### config.mk
export PLATFORM = sky130hd
export DESIGN_NAME = wcos_ctrl
export DESIGN_NICKNAME = d
export VERILOG_FILES = /design/src/wcos_pkg.sv /design/src/wcos_ctrl.sv
export SDC_FILE = /design/constraint.sdc
export NUM_CORES = 1
export LEC_CHECK = 0
export BUFFER_PORTS_ARGS = -buffer_cell sky130_fd_sc_hd__clkbuf_2
export CAP_MARGIN = 20
export CORE_AREA = 2 2 39 41
export CTS_CLUSTER_SIZE = 8
export DETAILED_ROUTE_END_ITERATION = 10
export DIE_AREA = 0 0 41 43
export GPL_ROUTABILITY_DRIVEN = 0
export PLACE_DENSITY = 0.66
export SYNTH_ARGS = -nofsm -noshare
export SYNTH_HDL_FRONTEND = slang
export SYNTH_SLANG_ARGS = --single-unit
### constraint.sdc
create_clock -name clk -period 1.7 [get_ports clk]
set_clock_uncertainty 0.1 [all_clocks]
set_input_delay 0.425 -clock clk [delete_from_list [all_inputs] [get_ports clk]]
set_output_delay 0.425 -clock clk [all_outputs]
set_load 0.1 [all_outputs]
### src/wcos_pkg.sv
// ----------------------------------------------------------------------------
// wcos_pkg: shared types and constants for the windowed circular orbit stepper
// Holds register indexes, the CORDIC arctangent table and controller commands.
// ----------------------------------------------------------------------------
package wcos_pkg;

	// configuration register indexes
	localparam logic [2:0] REG_START_TIME = 3'd0;
	localparam logic [2:0] REG_END_TIME   = 3'd1;
	localparam logic [2:0] REG_INIT_PHASE = 3'd2;
	localparam logic [2:0] REG_PHASE_STEP = 3'd3;
	localparam logic [2:0] REG_RADIUS     = 3'd4;

	// inverse CORDIC gain in Q2.30, converged value
	localparam logic signed [33:0] CORDIC_GAIN_Q30 = 34'sd652032874;

	// arctangent of 2^-i in turns over 2^32
	function automatic logic [31:0] atan_turns(input logic [4:0] i);
		logic [31:0] v;
		begin
			unique case (i)
				5'd0:  v = 32'd536870912;
				5'd1:  v = 32'd316933406;
				5'd2:  v = 32'd167458907;
				5'd3:  v = 32'd85004756;
				5'd4:  v = 32'd42667331;
				5'd5:  v = 32'd21354465;
				5'd6:  v = 32'd10679838;
				5'd7:  v = 32'd5340245;
				5'd8:  v = 32'd2670163;
				5'd9:  v = 32'd1335087;
				5'd10: v = 32'd667544;
				5'd11: v = 32'd333772;
				5'd12: v = 32'd166886;
				5'd13: v = 32'd83443;
				5'd14: v = 32'd41722;
				5'd15: v = 32'd20861;
				5'd16: v = 32'd10430;
				5'd17: v = 32'd5215;
				5'd18: v = 32'd2608;
				5'd19: v = 32'd1304;
				5'd20: v = 32'd652;
				5'd21: v = 32'd326;
				5'd22: v = 32'd163;
				5'd23: v = 32'd81;
				5'd24: v = 32'd41;
				5'd25: v = 32'd20;
				5'd26: v = 32'd10;
				5'd27: v = 32'd5;
				5'd28: v = 32'd3;
				5'd29: v = 32'd1;
				5'd30: v = 32'd1;
				default: v = 32'd0;
			endcase
			return v;
		end
	endfunction

	// controller to datapath commands
	typedef struct packed {
		logic load_batch;   // latch tick count, compute clipped count
		logic mul_start;    // start k-1 times step product
		logic cordic_prev;  // start CORDIC on the current phase
		logic cordic_last;  // start CORDIC on the last visited angle
		logic rad_mul;      // scale CORDIC result by radius
		logic take_prev;    // store scaled point as previous
		logic finish;       // form deltas, update state, load output
		logic idle_result;  // closed window or no motion, load output
	} wcos_cmd_t;

	// datapath to controller status
	typedef struct packed {
		logic closed;       // window closed before this batch
		logic moving;       // clipped count positive
		logic primed;       // previous point held
		logic mul_done;
		logic cordic_done;
	} wcos_sts_t;

endpackage

### src/wcos_ctrl.sv
// ----------------------------------------------------------------------------
// wcos_ctrl: batch sequencer
// Steps each batch through clipping, multiply, CORDIC passes and output.
// ----------------------------------------------------------------------------
module wcos_ctrl (
	input  logic                clk,
	input  logic                arst_n,
	input  logic                in_fire,
	input  logic                out_fire,
	input  wcos_pkg::wcos_sts_t sts,
	output wcos_pkg::wcos_cmd_t cmd,
	output logic                in_ready,
	output logic                out_valid
);
	localparam logic [3:0] S_IDLE  = 4'd0;
	localparam logic [3:0] S_DEC   = 4'd1;
	localparam logic [3:0] S_MUL   = 4'd2;
	localparam logic [3:0] S_PREV  = 4'd3;
	localparam logic [3:0] S_PSCL  = 4'd4;
	localparam logic [3:0] S_PTAKE = 4'd5;
	localparam logic [3:0] S_LAST  = 4'd6;
	localparam logic [3:0] S_LSCL  = 4'd7;
	localparam logic [3:0] S_FIN   = 4'd8;
	localparam logic [3:0] S_OUT   = 4'd9;

	logic [3:0] state_q, state_d;

	always_comb begin
		cmd     = '0;
		state_d = state_q;
		unique case (state_q)
			S_IDLE: if (in_fire) begin
				cmd.load_batch = 1'b1; state_d = S_DEC;
			end
			S_DEC: begin
				if (sts.closed || !sts.moving) begin
					cmd.idle_result = 1'b1; state_d = S_OUT;
				end else begin
					cmd.mul_start = 1'b1; state_d = S_MUL;
				end
			end
			S_MUL: if (sts.mul_done) begin
				if (sts.primed) begin
					cmd.cordic_last = 1'b1; state_d = S_LAST;
				end else begin
					cmd.cordic_prev = 1'b1; state_d = S_PREV;
				end
			end
			S_PREV: if (sts.cordic_done) begin
				cmd.rad_mul = 1'b1; state_d = S_PSCL;
			end
			S_PSCL: begin cmd.take_prev = 1'b1; state_d = S_PTAKE; end
			S_PTAKE: begin cmd.cordic_last = 1'b1; state_d = S_LAST; end
			S_LAST: if (sts.cordic_done) begin
				cmd.rad_mul = 1'b1; state_d = S_LSCL;
			end
			S_LSCL: begin cmd.finish = 1'b1; state_d = S_FIN; end
			S_FIN:  state_d = S_OUT;
			S_OUT:  if (out_fire) state_d = S_IDLE;
			default: state_d = S_IDLE;
		endcase
	end

	// hold state
	always_ff @(posedge clk or negedge arst_n) begin
		if (!arst_n) state_q <= S_IDLE;
		else         state_q <= state_d;
	end

	assign in_ready  = (state_q == S_IDLE);
	assign out_valid = (state_q == S_OUT);

	a_one_cordic: assert property (@(posedge clk) disable iff (!arst_n)
		!(cmd.cordic_prev && cmd.cordic_last)) else $error("two CORDIC starts");
	a_out_after: assert property (@(posedge clk) disable iff (!arst_n)
		(out_fire) |=> in_ready) else $error("no return to idle");
	a_load_idle: assert property (@(posedge clk) disable iff (!arst_n)
		cmd.load_batch |-> in_ready) else $error("load outside idle");
	a_excl: assert property (@(posedge clk) disable iff (!arst_n)
		!(in_ready && out_valid)) else $error("ready while result pending");
endmodule

# Yosys cells after proc, flatten, opt, wreduce, memory -nomap -nowiden
# Cells that the tools add are included.
[word_totals] register_bits=4 in_bits=9 wordCells=43
[op_classes] n_eq_ne=14 mux=23 n_reduce_logical=5
[op_table] op="one-hot mux 4 bit (10 select lines)" n=1
[op_table] op="two-way mux 4 bit" n=6
[op_table] op="equality test 4 x 3 -> 1 bit, second input constant" n=4
[op_table] op="two-way mux 1 bit" n=13
[op_table] op="inequality test 2 bit, second input constant" n=5
[op_table] op="equality test 4 x 2 -> 1 bit, second input constant" n=2
[op_table] op="equality test 4 bit, second input constant" n=2
[op_table] op="AND reduction 5 bit" n=1
[op_table] op="equality test 4 x 1 -> 1 bit, second input constant" n=1
[op_table] op="logical NOT 4 bit" n=1
[op_table] op="two-way mux 3 bit" n=1
[op_table] op="two-way mux 2 bit" n=1
[op_table] op="one-hot mux 1 bit (2 select lines)" n=1
[op_table] op="OR reduction 2 bit" n=1
[op_table] op="logical NOT 1 bit" n=1
[op_table] op="logical OR 1 bit" n=1

# Depth between registers and ports, before layout
[depth] depth_word=4 ltp_mapped=5

# Worst setup path after synthesis
# Ideal clock, no wire load.
[synth_timing] path_type="register to output" from="register state_q[2]" to="output cmd[7] (netlist name)" t_arrival_ns=4.535 slack_ns=-3.360 stages_incl_launch_ff=4 n_path_buf=1 cell_sequence="dfrtp_1 -> buf_2 -> nor4_1 -> and2_1"
[synth_rtl] element="start, declared" line="wcos_ctrl.sv:26" source="logic [3:0] state_q, state_d;"
[synth_rtl] element="start signal, assigned" line="wcos_ctrl.sv:67" source="else state_q <= state_d;"
[synth_rtl] element="end, declared" line="wcos_ctrl.sv:11" source="output wcos_pkg::wcos_cmd_t cmd,"

==> results.toml <==
[synthesis]
synth_edf_count = 0
yosysMostFrequentCell = "a21oi_1"
syn_inst = 50
ys_async_sr_fraction_pct = 100
ys_warn_count = 0
synth_ff_type = "dfrtp_1"
synth-seq-area-share_pct = 24.5
netlist_top_cells_area = "dfrtp_1 (24%), mux2i_1 (7.3%), a21oi_1 (6.1%)"
yosys.cell_types.count = 27
syn_area_um2 = 409
ys_ff_latch = 4
synth.top_cell.area_share_pct = 24.5
yosysTopAreaCell = "dfrtp_1"
synthTopCellsByCount = "a21oi_1 (5), dfrtp_1 (4), nor4_1 (4)"
synth.avg_cell_area_um2 = 8.18
syn-num-nets = 59

[floorplanning]
ioPinCount = 19
rows = 14
die_x_um = 41
core_um2 = 1380
die-area_um2 = 1760
start_util_pct = 29.6
fp.dieH_um = 43

[clock_network]
cts_root_buf = "clkbuf_4"
numCtsBuffers = 3
clock_path_buffers = 2
clk_latency_ns = 0.24
cts_tree = "built"
h-tree-depth = 1
path_clk_slew_ns = 0.04
cts.sinks = 4

[hold_path]
min_path_type = "in -> async"

[timing]
slew_headroom_pct = 80.2
hold_slack_ns = 0.424
final_hold_viol_count = 0
slew_viol_final = 0
setup_viol = 10
setup_slack_ns = -0.286
max_freq_mhz = 504
rsz0062_at_grt = "yes"
fin_crit_sh_pct = 117
fin_crit_ns = 1.99
tightest_slew_ns = 0.295

[global_route]
grt_antenna_before_repair = 0
gr-total-overflow = 0
grt_pass1_vias = 571
grt_max_degree = 9
grt_first_pass_wirelength_mm = 2.47
track_usage_pct = 20.4

[layout]
top_register = "state_q"
area_delta_synth_final_pct = 157
antenna_cells = 0
largest_reg_flops = 4
drive_gt1_share_pct = 72.3
final_nets = 104
biggestRegsByFlops = "state_q (4)"
finish.instance_area_um2 = 1050
utilization_pct = 75.9
nFillCells = 91

[route]
vias = 551
drt_iter0_markers = 14
first_pass_iters = 4
wirelength_mm = 1.43
drt-wirelength-per-cell_um = 13.0
drc_errors = 0
via_per_inst = 5.01
ant_nets = 0

[worst_setup_path]
reg2reg_depth = 6
r2r_end = "state_q[2]$_DFFE_PN0P_"
r2r_slack_ns = 0.04
cp.arrival_ns = 1.46
critPathMaxFanout = 8
crit_path_start_kind = "flop"
r2r_start = "state_q[0]$_DFFE_PN0P_"
cp-end-kind = "output port"
critical_path_class = "reg -> out"
cp.required_ns = 1.17

[place]
place_hpwl_mm = 1.11
dpl_cell_area_um2 = 940
numPortBuffers = 18
place_ws_ns = -0.0501

[run_status]
violations = "negative setup slack"
status = "complete, but fails checks"

[job]
max_cap_viol_count = 0
[worst max-delay path: stages, from the launching register on]
cell,delay (ns)
dfrtp_2,0.47
nand3b_1,0.25
nor2b_1,0.17
a21oi_2,0.06
nor2_4,0.10
buf_12,0.18
[layout make-up]
| cell class | count | area (um^2) | area share [%] |
|---|---|---|---|
| inverter | 3 | 11.3 | 1.07 |
| clock buffer | 4 | 26.3 | 2.50 |
| sequential | 4 | 104 | 9.88 |
| tap | 16 | 20.0 | 1.90 |
| multi-input combinational | 39 | 420 | 40.0 |
| timing repair buffer | 44 | 469 | 44.6 |
[logic make-up (layout without fill, tap and decap cells)]
family | count (synthesis) | in the layout | share of synthesized area [%]
AO/OA/AOI/OAI | 14 | 14 | 25.4
buffers and inverters | 7 | 51 | 8.56
AND/OR/NAND/NOR | 21 | 21 | 32.1
multiplexers | 3 | 3 | 7.34
flip-flops | 4 | 4 | 24.5
XOR/XNOR | 1 | 1 | 2.14
[through the flow]
step / TNS, ns / std cells
2_1_floorplan: -5.50 / 50
3_3_place_gp: -0.0688 / 101
3_5_place_dp: -0.210 / 101
4_1_cts: -2.32 / 107
5_1_grt: -2.97 / 110
6_report: -2.36 / 110
[placed cells by master (no fill, tap or decap), drive strengths merged]
master        n
nor2          2
o22ai         2
buf          35
and3          1
nor4          4
inv           3
o21bai        1
a21oi         6
dlygate4sd3   1
nand2         2
nor3          2
o21ai         1
and2          1
xnor2         1
nor2b         2
nand2b        3
nor4b         1
a31oi         2
a311o         1
nor3b         2
dfrtp         4
clkbuf       12
o32ai         1
mux2i         3
nand3b        1
[repair_timing]
action	in CTS	in global routing
endpoints found under the setup margin	10	12
setup buffers	1	3
gates resized for setup	7	5
gates cloned	0	0
hold endpoints to repair	4	0
pin swaps	3	6
hold buffers	1	0
[how the worst max path moves through the flow]
stage	slack (ns)	start	cells after the start	end
4_1_cts	-0.28	state_q[0]$_DFFE_PN0P_	4	cmd[3]
6_report	-0.29	state_q[0]$_DFFE_PN0P_	5	cmd[4]
2_1_floorplan	-1.03	state_q[0]$_DFFE_PN0P_	3	cmd[7]
5_1_grt	-0.34	state_q[0]$_DFFE_PN0P_	5	cmd[4]
3_5_place_dp	-0.05	state_q[0]$_DFFE_PN0P_	4	cmd[7]
3_3_place_gp	-0.03	sts[2]	6	cmd[4]
[per-layer routing]
| metal | global-route usage (%) | share of wire (%) | up-vias |
|---|---|---|---|
| met5 | 0 | 0 | - |
| met4 | 8.00 | 0 | 0 |
| met3 | 3.14 | 2.2 | 0 |
| met2 | 31.6 | 52 | 10 |
| met1 | 27.2 | 46 | 265 |
| li1 | - | - | 276 |
Power is not shown: default switching activity piles up to over one toggle a cycle in this logic, so the estimate is an artifact.
